[src/tip_pkg.sv]
// ----------------------------------------------------------------------------
// tip_pkg: shared constants and types
// Widths, sizes and the row tag used by the 2x2 to 4x4 interpolator.
// ----------------------------------------------------------------------------
package tip_pkg;

  // Element geometry
  localparam int unsigned Dofs1D  = 2;
  localparam int unsigned Quads1D = 4;
  localparam int unsigned NumRegs = Quads1D * Dofs1D;

  // Field widths
  localparam int unsigned DataW   = 32;  // Q16.16 nodal and quadrature values
  localparam int unsigned CoefW   = 18;  // Q2.16 basis values
  localparam int unsigned PartW   = 52;  // exact x-pass partial sum, Q.32
  localparam int unsigned RowW    = 2;
  localparam int unsigned CfgIdxW = 4;   // wide enough to see out-of-range writes
  localparam int unsigned CoefIdxW = $clog2(NumRegs);

  localparam logic [RowW-1:0] LastRow = RowW'(Quads1D - 1);

  // Tag that travels with one quadrature row down the y pass
  typedef struct packed {
    logic [RowW-1:0] row;
    logic            last;
    logic            done;
  } tip_tag_t;

endpackage

[src/tip_x_lane.sv]
// ----------------------------------------------------------------------------
// tip_x_lane: one x-pass lane
// Forms t[dy][qx] = B[qx][0]*g[0][dy] + B[qx][1]*g[1][dy] exactly, with the
// two products registered before the sum.
// ----------------------------------------------------------------------------
module tip_x_lane import tip_pkg::*; (
  input  logic                    clk_i,
  input  logic                    mul_en_i,
  input  logic                    sum_en_i,
  input  logic signed [CoefW-1:0] b0_i,
  input  logic signed [CoefW-1:0] b1_i,
  input  logic signed [DataW-1:0] g0_i,
  input  logic signed [DataW-1:0] g1_i,
  output logic signed [PartW-1:0] t_o
);

  localparam int unsigned ProdW = CoefW + DataW;

  logic signed [ProdW-1:0] p0_q, p1_q;
  logic signed [PartW-1:0] t_q, t_d;

  // Products, one per dof
  always_ff @(posedge clk_i) begin
    if (mul_en_i) begin
      p0_q <= b0_i * g0_i;
      p1_q <= b1_i * g1_i;
    end
  end

  // Exact partial sum, held for the whole y pass of the element
  assign t_d = PartW'(p0_q) + PartW'(p1_q);

  always_ff @(posedge clk_i) begin
    if (sum_en_i) begin
      t_q <= t_d;
    end
  end

  assign t_o = t_q;

endmodule

[config.mk]
export PLATFORM = sky130hd
export DESIGN_NAME = tip_x_lane
export DESIGN_NICKNAME = d
export VERILOG_FILES = /design/src/tip_pkg.sv /design/src/tip_x_lane.sv
export SDC_FILE = /design/constraint.sdc
export NUM_CORES = 2
export LEC_CHECK = 0
export BUFFER_PORTS_ARGS = -buffer_cell sky130_fd_sc_hd__buf_2
export CAP_MARGIN = 0
export CORE_MARGIN = 3
export CORE_UTILIZATION = 35
export CTS_BUF_LIST = sky130_fd_sc_hd__clkbuf_2
export DETAILED_ROUTE_END_ITERATION = 16
export SETUP_SLACK_MARGIN = 0.1
export SLEW_MARGIN = 20
export SYNTH_ARGS = -nofsm -noshare
export SYNTH_HDL_FRONTEND = slang
export SYNTH_SLANG_ARGS = --single-unit
[constraint.sdc]
create_clock -name clk_i -period 10.4 [get_ports clk_i]
set_input_delay 0 -clock clk_i [delete_from_list [all_inputs] [get_ports clk_i]]
set_output_delay 0 -clock clk_i [all_outputs]
set_load 0.01 [all_outputs]
==> metrics.csv <==
metric,value,unit
met2 Resource Use GR,0.3187,
largest net degree at the start of global routing,74,
Max transition margin,0.3737,
"most common cell after layout, fill and taps aside",inv_1,
Setup Buffers After CTS,0,
Layout area overhead,5.389,%
vias in the first global route,36230,
Clock Latency Late Sink,0.80,ns
top cell type by total area after synthesis,fa_1,
Synth top area share,0.4754,
register area share after synthesis,0.09726,
crit start category,input port,
busiest grt layer,met2,
root buffer cell,clkbuf_2,
Finished Core Util,0.3728,
Final Skew,0.03848,ns
GRT overflow,0,
Fmax,0.1557,GHz
worst path bufs/invs,4,
Max clock buf depth,2,
"Reg clk slew, reported paths",0.24,ns
Synth Area per Inst,9.331,um^2
maximum fanout along the worst path,32,
slowest CP cell,o31ai_1,
starting DRC count in detailed routing,1911,
Seq cells post-synth,151,
Post-Synth Adder-Cell Area,0.5537,
"CP delay by family, top",adder cells,
Std-Cell Rows,133,
ANT nets after route,0,
Post-Syn Instances,4996,
CTS H-tree depth,4,
status,"finished, final reports clean",
number of remaining DRC errors,0,
final setup fails,0,
crit path cell chain,buf_2 -> nand2_1 -> fa_1 -> fa_1 -> fa_1 -> fa_1 -> inv_1 -> fa_1 -> inv_1 -> fa_1 -> inv_1 -> ha_1 -> nand2_1 -> nor2_1 -> o21ai_0 -> o21ai_0 -> a21oi_1 -> o31ai_1 -> a221oi_1 -> o21ba_2 -> o21ai_0 -> xor2_1,
top post-synthesis cells by area,"fa_1, inv_1, edfxtp_1, ha_1, and2_1",
Worst Setup Slack post-DPL,3.236,ns
post-synthesis xor/xnor area fraction,0.02649,
Synth Warn #,0,
Worst EP required,10.98,ns
Ports,155,
first-pass GRT wire length,193200,um
PnR worst setup slack,3.977,ns
max-cap violation count,0,
Final Max Tran Viols,0,
fraction of registers with async set/reset,0,
Core ar.,0.1318,mm^2
initial core utilization,0.3537,
total track usage,0.1778,
GR Util met3,0.03248,
layout cells sized above 1,0.04317,
Die X,371.0,um
Post-synth EDFFs,151,
# nets final,6469,
antenna violations before repair,11,
final hold violations,0,
first drt pass iteration count,7,
Post-Synth Simple-Gate Area,0.1481,
Port Buf Inserts,154,
wire per inst,17.42,um
Post-Syn Area,0.04662,mm^2
Avg Vias per Cell,4.861,
die extent in y,371.0,um
Post-Synthesis Net Count,6498,
DR vias,32770,
GPL Wtd Cong,0.8716,
Synth Area in Compound Gates,0.05556,
"Top cell by count, worst path",fa_1,
final WL,117500,um
CP endpoint kind,flop,
met1 usage,0.2191,
"Largest stage delay, worst path",0.68,ns
"commonest cells after routing, fill and taps aside","inv_1, fa_1, nand2_1, and2_1, ha_1",
Least-Margin Pin Slew,0.9395,ns
Most used DFF post-synth,edfxtp_1,
CP arrival,7.01,ns
setup TNS,0,ns
period utilization,0.6176,
Cell variety after synth,75,
CTS Buf Count,17,
Min-Delay Path Class,input port to flop,
Crit Path Category,input port to flop,
CTS tree,done,
multiplexer share of the synthesized area,0.0002147,
Final Critical Period,6.423,ns
Sink Count,151,
die area,0.1376,mm^2
RSZ-0062 raised after global routing,false,
main combinational cell family by area after synthesis,adder cells,
DPL Wire Length,95150,um
[sequential cells by signal, summed over array words and instances, names as in the netlist]
signal and flops:
p0_q 50, p1_q 50, t_o 51
[Yosys cell counts (all sizes together) (2+ instances only)]
| cell type | number |
|---|---|
| nor2 | 118 |
| xor2 | 39 |
| nand2b | 23 |
| xnor2 | 102 |
| o31ai | 8 |
| inv | 1251 |
| a41oi | 2 |
| clkbuf | 207 |
| o22ai | 3 |
| and3 | 17 |
| a2111oi | 5 |
| o211ai | 6 |
| nand3 | 27 |
| and2 | 452 |
| a221o | 4 |
| a211oi | 15 |
| a21oi | 126 |
| edfxtp | 151 |
| a311oi | 3 |
| o311ai | 3 |
| or2 | 5 |
| o21a | 26 |
| a211o | 4 |
| o21ai | 73 |
| nor3b | 3 |
| ha | 292 |
| buf | 10 |
| o31a | 5 |
| fa | 1107 |
| nor3 | 24 |
| or3 | 4 |
| o21bai | 14 |
| and4 | 5 |
| nand2 | 716 |
| a221oi | 6 |
| a21o | 67 |
| o211a | 2 |
| nor4 | 4 |
| a31oi | 14 |
| nor2b | 15 |
| nand4 | 20 |
[stage by stage]
stage	std cells	hold WS, ns	cell area, um^2
finish	6742	0.1822	49130
global route	6740	0.1199	49130
CTS	6735	0.1292	49110
detailed placement	6695	0.4116	48810
global placement	6695	0.4104	48810
floorplan	4996	0.1125	46620
[cell type report]
| class | count | area, um^2 |
|---|---|---|
| tap | 1755 | 2196 |
| fill | 13410 | 82660 |
| sequential | 151 | 4534 |
| timing repair buffer | 169 | 905.9 |
| antenna | 7 | 17.52 |
| clock buffer | 17 | 85.08 |
| multi-input combinational | 3377 | 36560 |
| inverter | 1251 | 4696 |
| clock inverter | 15 | 142.6 |
[routing by layer]
layer	routed length, um	part of all wire
met3	6302	0.054
met2	60240	0.51
met5	27	0.00023
met1	47530	0.40
met4	3372	0.029
[worst register-to-register path: stages (launching register included)]
cell and delay [ns]:
edfxtp_1 0.47, ha_1 0.24, inv_1 0.08, fa_1 0.21, nor2b_1 0.07, o31a_1 0.31, o311ai_1 0.64, a21oi_1 0.28
o21ai_0 0.39, nand2b_1 0.10, a21o_1 0.21, a21o_1 0.18, a21oi_1 0.16, xnor2_1 0.33
[worst paths after layout]
check / start / endpoint / slack [ns] / cells past startpoint
worst max-delay path: b0_i[4] / p0_q[45] / 3.98 / 22
worst min-delay path: b0_i[0] / p0_q[1] / 0.18 / 3
worst max register to register: p1_q[0] / t_o[30] / 6.45 / 13
worst min register to register: p0_q[0] / t_o[0] / 0.61 / 1
[kinds of logic (layout without fill, tap and decap cells)]
family / after synthesis / count (layout)
buffers and inverters: 1468 / 1452
and+or+nand+nor: 1439 / 1439
adders and majority gates: 1399 / 1399
AOI/OAI and AO/OA: 397 / 397
DFF: 151 / 151
xor gates and xnor gates: 141 / 141
muxes: 1 / 1
other: 0 / 7
[timing repair]
item                       CTS  global route
hold buffers                 8             0
resized for setup            0             0
setup endpoints to repair    0             0
hold endpoints to repair    84             0
Power is not shown: default switching activity piles up to over one toggle a cycle in this logic, so the estimate is an artifact.
