--- config.mk ---
export PLATFORM = sky130hd
export DESIGN_NAME = tip_merge_flat
export DESIGN_NICKNAME = d
export VERILOG_FILES = /design/src/tip_pkg.sv /design/src/tip_ifs.sv /design/src/tip_merge.sv /design/src/flat_wrapper.sv
export SDC_FILE = /design/constraint.sdc
export NUM_CORES = 1
export LEC_CHECK = 0
export BUFFER_PORTS_ARGS = -buffer_cell sky130_fd_sc_hd__buf_2
export CAP_MARGIN = 20
export CORE_MARGIN = 2
export CORE_UTILIZATION = 37
export CTS_CLUSTER_DIAMETER = 120
export CTS_CLUSTER_SIZE = 8
export DETAILED_ROUTE_END_ITERATION = 16
export PLACE_DENSITY = 0.75
export SLEW_MARGIN = 25
export SYNTH_ARGS = -nofsm -noshare
export SYNTH_HDL_FRONTEND = slang
export SYNTH_SLANG_ARGS = --single-unit
--- constraint.sdc ---
create_clock -name clk_i -period 1.7 [get_ports clk_i]
set_input_delay 0.255 -clock clk_i [delete_from_list [all_inputs] [get_ports clk_i]]
set_output_delay 0.255 -clock clk_i [all_outputs]
set_load 0.05 [all_outputs]
--- src/tip_pkg.sv ---
// ----------------------------------------------------------------------------
// tip_pkg: shared constants and types
// Widths, sizes and the row tag used by the 2x2 to 4x4 interpolator.
// ----------------------------------------------------------------------------
package tip_pkg;

  // Element geometry
  localparam int unsigned Dofs1D  = 2;
  localparam int unsigned Quads1D = 4;
  localparam int unsigned NumRegs = Quads1D * Dofs1D;

  // Field widths
  localparam int unsigned DataW   = 32;  // Q16.16 nodal and quadrature values
  localparam int unsigned CoefW   = 18;  // Q2.16 basis values
  localparam int unsigned PartW   = 52;  // exact x-pass partial sum, Q.32
  localparam int unsigned RowW    = 2;
  localparam int unsigned CfgIdxW = 4;   // wide enough to see out-of-range writes
  localparam int unsigned CoefIdxW = $clog2(NumRegs);

  localparam logic [RowW-1:0] LastRow = RowW'(Quads1D - 1);

  // Tag that travels with one quadrature row down the y pass
  typedef struct packed {
    logic [RowW-1:0] row;
    logic            last;
    logic            done;
  } tip_tag_t;

endpackage

--- src/tip_ifs.sv ---


interface tip_out_if import tip_pkg::*; ();
  logic                    valid;
  logic                    ready;
  logic [RowW-1:0]         row_index;
  logic signed [DataW-1:0] quad_x0;
  logic signed [DataW-1:0] quad_x1;
  logic signed [DataW-1:0] quad_x2;
  logic signed [DataW-1:0] quad_x3;
  logic                    last_row;
  logic                    batch_done;

  modport source (output valid, row_index, quad_x0, quad_x1, quad_x2, quad_x3,
                  last_row, batch_done, input ready);
  modport sink   (input valid, row_index, quad_x0, quad_x1, quad_x2, quad_x3,
                  last_row, batch_done, output ready);
endinterface


--- src/tip_merge.sv ---
// ----------------------------------------------------------------------------
// tip_merge: output row register
// Collects the four lane values and the row tag into one result row and
// holds it until the downstream transfer.
// ----------------------------------------------------------------------------
module tip_merge import tip_pkg::*; (
  input  logic                    clk_i,
  input  logic                    rst_ni,
  input  logic                    valid_i,
  output logic                    ready_o,
  input  tip_tag_t                tag_i,
  input  logic signed [DataW-1:0] quad_i [Quads1D],
  tip_out_if.source               out_o
);

  logic                    valid_q, valid_d;
  logic                    load;
  tip_tag_t                tag_q;
  logic signed [DataW-1:0] quad_q [Quads1D];

  assign ready_o = !valid_q || out_o.ready;
  assign load    = valid_i && ready_o;

  // Output valid
  always_comb begin
    valid_d = valid_q;
    if (load) begin
      valid_d = 1'b1;
    end else if (out_o.ready) begin
      valid_d = 1'b0;
    end
  end

  always_ff @(posedge clk_i or negedge rst_ni) begin
    if (!rst_ni) begin
      valid_q <= 1'b0;
    end else begin
      valid_q <= valid_d;
    end
  end

  // Row payload
  always_ff @(posedge clk_i) begin
    if (load) begin
      tag_q  <= tag_i;
      quad_q <= quad_i;
    end
  end

  assign out_o.valid      = valid_q;
  assign out_o.row_index  = tag_q.row;
  assign out_o.last_row   = tag_q.last;
  assign out_o.batch_done = tag_q.done;
  assign out_o.quad_x0    = quad_q[0];
  assign out_o.quad_x1    = quad_q[1];
  assign out_o.quad_x2    = quad_q[2];
  assign out_o.quad_x3    = quad_q[3];

endmodule

--- src/flat_wrapper.sv ---
// flat-port wrapper written by rule: the top's interface ports become plain ports
module tip_merge_flat import tip_pkg::*;
  (clk_i, rst_ni, valid_i, ready_o, tag_i, quad_i, out_o_valid, out_o_row_index, out_o_quad_x0, out_o_quad_x1, out_o_quad_x2, out_o_quad_x3, out_o_last_row, out_o_batch_done, out_o_ready);
  tip_out_if out_o_i ();
  input  logic clk_i;
  input  logic rst_ni;
  input  logic valid_i;
  output logic ready_o;
  input  tip_tag_t tag_i;
  input  logic signed [DataW-1:0] quad_i[Quads1D];
  output wire logic [$bits(out_o_i.valid)-1:0] out_o_valid;
  output wire logic [$bits(out_o_i.row_index)-1:0] out_o_row_index;
  output wire logic [$bits(out_o_i.quad_x0)-1:0] out_o_quad_x0;
  output wire logic [$bits(out_o_i.quad_x1)-1:0] out_o_quad_x1;
  output wire logic [$bits(out_o_i.quad_x2)-1:0] out_o_quad_x2;
  output wire logic [$bits(out_o_i.quad_x3)-1:0] out_o_quad_x3;
  output wire logic [$bits(out_o_i.last_row)-1:0] out_o_last_row;
  output wire logic [$bits(out_o_i.batch_done)-1:0] out_o_batch_done;
  input wire logic [$bits(out_o_i.ready)-1:0] out_o_ready;
  assign out_o_valid = out_o_i.valid;
  assign out_o_row_index = out_o_i.row_index;
  assign out_o_quad_x0 = out_o_i.quad_x0;
  assign out_o_quad_x1 = out_o_i.quad_x1;
  assign out_o_quad_x2 = out_o_i.quad_x2;
  assign out_o_quad_x3 = out_o_i.quad_x3;
  assign out_o_last_row = out_o_i.last_row;
  assign out_o_batch_done = out_o_i.batch_done;
  assign out_o_i.ready = out_o_ready;
  tip_merge u_core (.clk_i(clk_i), .rst_ni(rst_ni), .valid_i(valid_i), .ready_o(ready_o), .tag_i(tag_i), .quad_i(quad_i), .out_o(out_o_i));
endmodule
==> results of run 1 <==
cells in the mapped netlist:
library cell,number
nand2b_4,1
dfrtp_1,1
and2_4,1
edfxtp_1,132
nand2b_1,1
logic make-up after synthesis:
kind of cell | after synthesis | synth area share [%]
flip-flops | 133 | 99.3
AND/OR/NAND/NOR | 3 | 0.716
per-stage QoR:
stage,setup TNS [ns],instances
2_1_floorplan,-59.88,136
3_3_place_gp,0,547
3_5_place_dp,0,547
==> results.json, run 1 <==
{
  "ctsHoldBuffers": 117,
  "ys_warn_count": 0,
  "synth_area_mm2": 0.00402,
  "outcome": "aborted with a tool error",
  "yosys.area.top_type": "edfxtp_1",
  "cts_max_path_buffers": 2,
  "ys_top_cells_by_area": "edfxtp_1 (99%), dfrtp_1 (0.62%), nand2b_4 (0.34%)",
  "htreeDepth": 4,
  "ioPinCount": 270,
  "numCtsBuffers": 17,
  "syn_avg_cell_area_um2": 29.5,
  "ys_ff_latch": 133,
  "portBuffers": 269,
  "initial_core_util_pct": 37.6,
  "ys_types": 5,
  "placed_area_mm2": 0.00558,
  "lastStage": "clock tree synthesis (4_1_cts)",
  "syn_nets": 272,
  "cts_sinks": 133,
  "rows": 38,
  "globalplace.congestion": 0.693,
  "cts_setup_buffers": 0,
  "cts-root-buf": "clkbuf_8",
  "pre_cts_slack_ns": 0.349,
  "syn_inst": 136,
  "error": "[ERROR RSZ-0060] Max buffer count reached.",
  "post_cts_resize_count": 0,
  "die_width_um": 108,
  "dieHeight_um": 108,
  "ys_seq_area_share_pct": 99.3,
  "synth_top_area_share_pct": 98.7
}
==> run 2, diff against run 1 <==
Settings changed: CORE_UTILIZATION 37 to 34, CTS_CLUSTER_DIAMETER 120 to default, CTS_CLUSTER_SIZE 8 to default, PLACE_DENSITY 0.75 to default, PLACE_DENSITY_LB_ADDON from default to 0.15.
Clock period 1.7 ns to 2.2 ns, I/O delays scaled along.
==> run 2 against run 1 <==
- the run now ends clean
- area after synthesis unchanged
- synthesized cell count stayed put
==> results.json, run 2 <==
{
  "clk_pin_slew_ns": 0.05,
  "clkLatencyLatePin_ns": 0.41,
  "cp.arrival_ns": 1.16,
  "reg2reg_depth": 3,
  "ys.flop_type": "edfxtp_1",
  "crit_path_end_kind": "output port",
  "hold_class": "primary input to flop",
  "cts_tree": "built",
  "vias": 2446,
  "min_path_cells": 1,
  "antennaDiodeCount": 0,
  "tightest_slew_ns": 0.501,
  "grt_pass1_vias": 2526,
  "outcome": "completed",
  "cts-root-buf": "clkbuf_16",
  "syn_avg_cell_area_um2": 29.5,
  "ant_nets": 0,
  "portBuffers": 269,
  "layout.cells.non_filler": 582,
  "hpwl_um": 6930,
  "place_inst": 550,
  "synth_edf_count": 132,
  "dieHeight_um": 113,
  "route.final.wire_length_um": 9380,
  "cts_sinks": 133,
  "cts_setup_buffers": 0,
  "synth_area_mm2": 0.00402,
  "final_cell_area_mm2": 0.00615,
  "die_width_um": 113,
  "rrSetupSlack_ns": 0.74,
  "slew_violations": 0,
  "antenna_found_initial": 0,
  "htreeDepth": 4,
  "syn_nets": 272,
  "dr.pass1.iters": 4,
  "area_delta_synth_final_pct": 53.1,
  "drt-vias-per-instance": 4.20,
  "relSlewSlack_pct": 66.6,
  "globalplace.congestion": 0.736,
  "startpoint": "u_core.out_o.valid$_DFFE_PN0P_",
  "final_cell_mix": "buf_2 (269), edfxtp_1 (132), clkbuf_16 (17)",
  "rsz0062_at_grt": "false",
  "ioPinCount": 270,
  "crit_end": "ready_o",
  "ys_types": 5,
  "drc_errors": 0,
  "initialDrtViolationCount": 157,
  "post_cts_resize_count": 0,
  "core-area_mm2": 0.0115,
  "ys_top_cells_by_area": "edfxtp_1 (99%), dfrtp_1 (0.62%), nand2b_4 (0.34%)",
  "n_fill_cell": 934,
  "hold_violations": 0,
  "timing.setup.tns_ns": 0,
  "numCtsBuffers": 17,
  "die-area_mm2": 0.0127,
  "cp.required_ns": 1.87,
  "pre_cts_slack_ns": 0.708,
  "ys_ff_latch": 133,
  "reg2reg_to": "u_core.out_o.quad_x2[11]$_DFFE_PP_",
  "final_common_cell": "buf_2",
  "cts_max_path_buffers": 2,
  "power-per-cell-area_mw_per_mm2": 1050,
  "yosys.area.top_type": "edfxtp_1",
  "async_flop_share_pct": 0.752,
  "setup_ws_ns": 0.714,
  "ys_warn_count": 0,
  "setup-violations-final": 0,
  "grt-ovfl-total": 0,
  "synth_most_common_cell": "edfxtp_1",
  "critPathLaunchType": "flop",
  "skew_ns": 0.00341,
  "num-nets-final": 563,
  "ys_seq_area_share_pct": 99.3,
  "min_period_over_period_pct": 67.5,
  "wl_per_cell_um": 16.1,
  "fmax_mhz": 673,
  "ctsHoldBuffers": 1,
  "grt_pass1_wl_um": 13400,
  "layout-drive-gt1-share_pct": 68.3,
  "synth_common_cells": "edfxtp_1 (132), and2_4 (1), dfrtp_1 (1), nand2b_1 (1), nand2b_4 (1)",
  "syn_inst": 136,
  "rows": 39,
  "critical_path_class": "flop to output port",
  "placed_area_mm2": 0.00557,
  "cp_max_fo": 3,
  "grtUsageTotal_pct": 14.7,
  "synth_top_area_share_pct": 98.7,
  "final_core_util_pct": 53.6,
  "maxCapViolCount": 0,
  "initial_core_util_pct": 35.0,
  "grt_max_degree": 92,
  "fin_crit_ns": 1.49,
  "r2r-start": "u_core.out_o.valid$_DFFE_PN0P_",
  "p_leak_nw": 2.63,
  "vdd.ir_drop.worst_uv": 649
}
## run 2: stage by stage
stage               hold slack (ns)  power [mW]
floorplan                    0.0344        3.57
global placement              0.105        3.83
detailed placement            0.106        3.84
CTS                          0.0696        6.57
global route                 0.0737        6.70
finish                       0.0952        6.48
## run 2: critical path, stage by stage (launching register included)
cell	delay [ns]
dfrtp_2	0.42
nand2b_4	0.08
buf_2	0.26
## run 2: area by class of cell
class | instances | area (um^2) | share of cell area [%]
Sequential cell | 133 | 3990 | 64.9
Timing Repair Buffer | 272 | 1380 | 22.5
Clock buffer | 18 | 429 | 6.98
Tap cell | 143 | 179 | 2.91
Clock inverter | 13 | 140 | 2.28
Multi-Input combinational cell | 3 | 28.8 | 0.468
## run 2: power breakdown
part	leakage [nW]	total, mW	switching [mW]	internal, mW
Clock	0.275	2.70	0.952	1.75
Combinational	1.09	0.794	0.614	0.180
Sequential	1.27	2.99	0.0297	2.96
## run 2: how the worst min path moves through the flow
| stage | slack (ns) | from | end |
|---|---|---|---|
| after global routing | 0.07 | quad_i[57] | u_core.out_o.quad_x2[25]$_DFFE_PP_ |
| after global placement | 0.10 | rst_ni | u_core.out_o.valid$_DFFE_PN0P_ |
| after floorplan | 0.03 | rst_ni | u_core.out_o.valid$_DFFE_PN0P_ |
| after CTS | 0.07 | quad_i[6] | u_core.out_o.quad_x3[6]$_DFFE_PP_ |
| after detailed placement | 0.11 | rst_ni | u_core.out_o.valid$_DFFE_PN0P_ |
| final | 0.1 | quad_i[61] | u_core.out_o.quad_x2[29]$_DFFE_PP_ |
## run 2: logic make-up after synthesis
family	Yosys count	synth area share, %
DFF	133	99.3
and+or+nand+nor	3	0.716
## run 2: routing by layer
metal | track usage [%] | wire length [um] | vias up | share of wire, %
li1 | - | - | 1138 | -
met1 | 14.9 | 3130 | 1109 | 33
met2 | 23.6 | 4630 | 182 | 49
met3 | 8.68 | 1380 | 17 | 15
met4 | 8.37 | 240 | 0 | 2.6
met5 | 0 | 0 | - | 0
(Power assumes the default switching activity.)
==> run 3, diff against run 2 <==
Clock period 2.2 ns to 1.3 ns, I/O delays scaled along.
==> run 3 against run 2 <==
- the flow now stops in clock tree synthesis (4_1_cts)
- area after synthesis did not move
- synthesized cell count is the same
==> results.json, run 3 <==
{
  "outcome": "aborted with a tool error",
  "lastStage": "clock tree synthesis (4_1_cts)",
  "error": "[ERROR RSZ-0060] Max buffer count reached.",
  "globalplace.congestion": 0.725,
  "numCtsBuffers": 17,
  "die_width_um": 113,
  "cts_setup_buffers": 0,
  "ioPinCount": 270,
  "async_flop_share_pct": 0.752,
  "htreeDepth": 4,
  "cts_max_path_buffers": 2,
  "rows": 39,
  "ys_types": 5,
  "syn_inst": 136,
  "dieHeight_um": 113,
  "syn_avg_cell_area_um2": 29.5,
  "post_cts_resize_count": 3,
  "synth_most_common_cell": "edfxtp_1",
  "ys_seq_area_share_pct": 99.3,
  "portBuffers": 269,
  "yosys.area.top_type": "edfxtp_1",
  "synth_common_cells": "edfxtp_1 (132), and2_4 (1), dfrtp_1 (1), nand2b_1 (1), nand2b_4 (1)",
  "ctsHoldBuffers": 118,
  "synth_area_mm2": 0.00402,
  "place_inst": 555,
  "cts-root-buf": "clkbuf_16",
  "syn_nets": 272,
  "ys.flop_type": "edfxtp_1",
  "placed_area_mm2": 0.00565,
  "pre_cts_slack_ns": 0.00861,
  "hpwl_um": 7340,
  "ys_warn_count": 0,
  "ys_ff_latch": 133,
  "synth_edf_count": 132,
  "initial_core_util_pct": 35.0,
  "synth_top_area_share_pct": 98.7,
  "cts_sinks": 133,
  "ys_top_cells_by_area": "edfxtp_1 (99%), dfrtp_1 (0.62%), nand2b_4 (0.34%)"
}
## run 3: cell counts after synthesis
Identical to the previous run, type by type.
## run 3: cell families after synthesis
family and synth area share (%):
DFF 99.3, and+or+nand+nor 0.716
## run 3: metrics by stage
stage | setup TNS [ns] | utilization (%)
3_3_place_gp | 0 | 49.2
3_5_place_dp | 0 | 49.2
2_1_floorplan | -112.69 | -
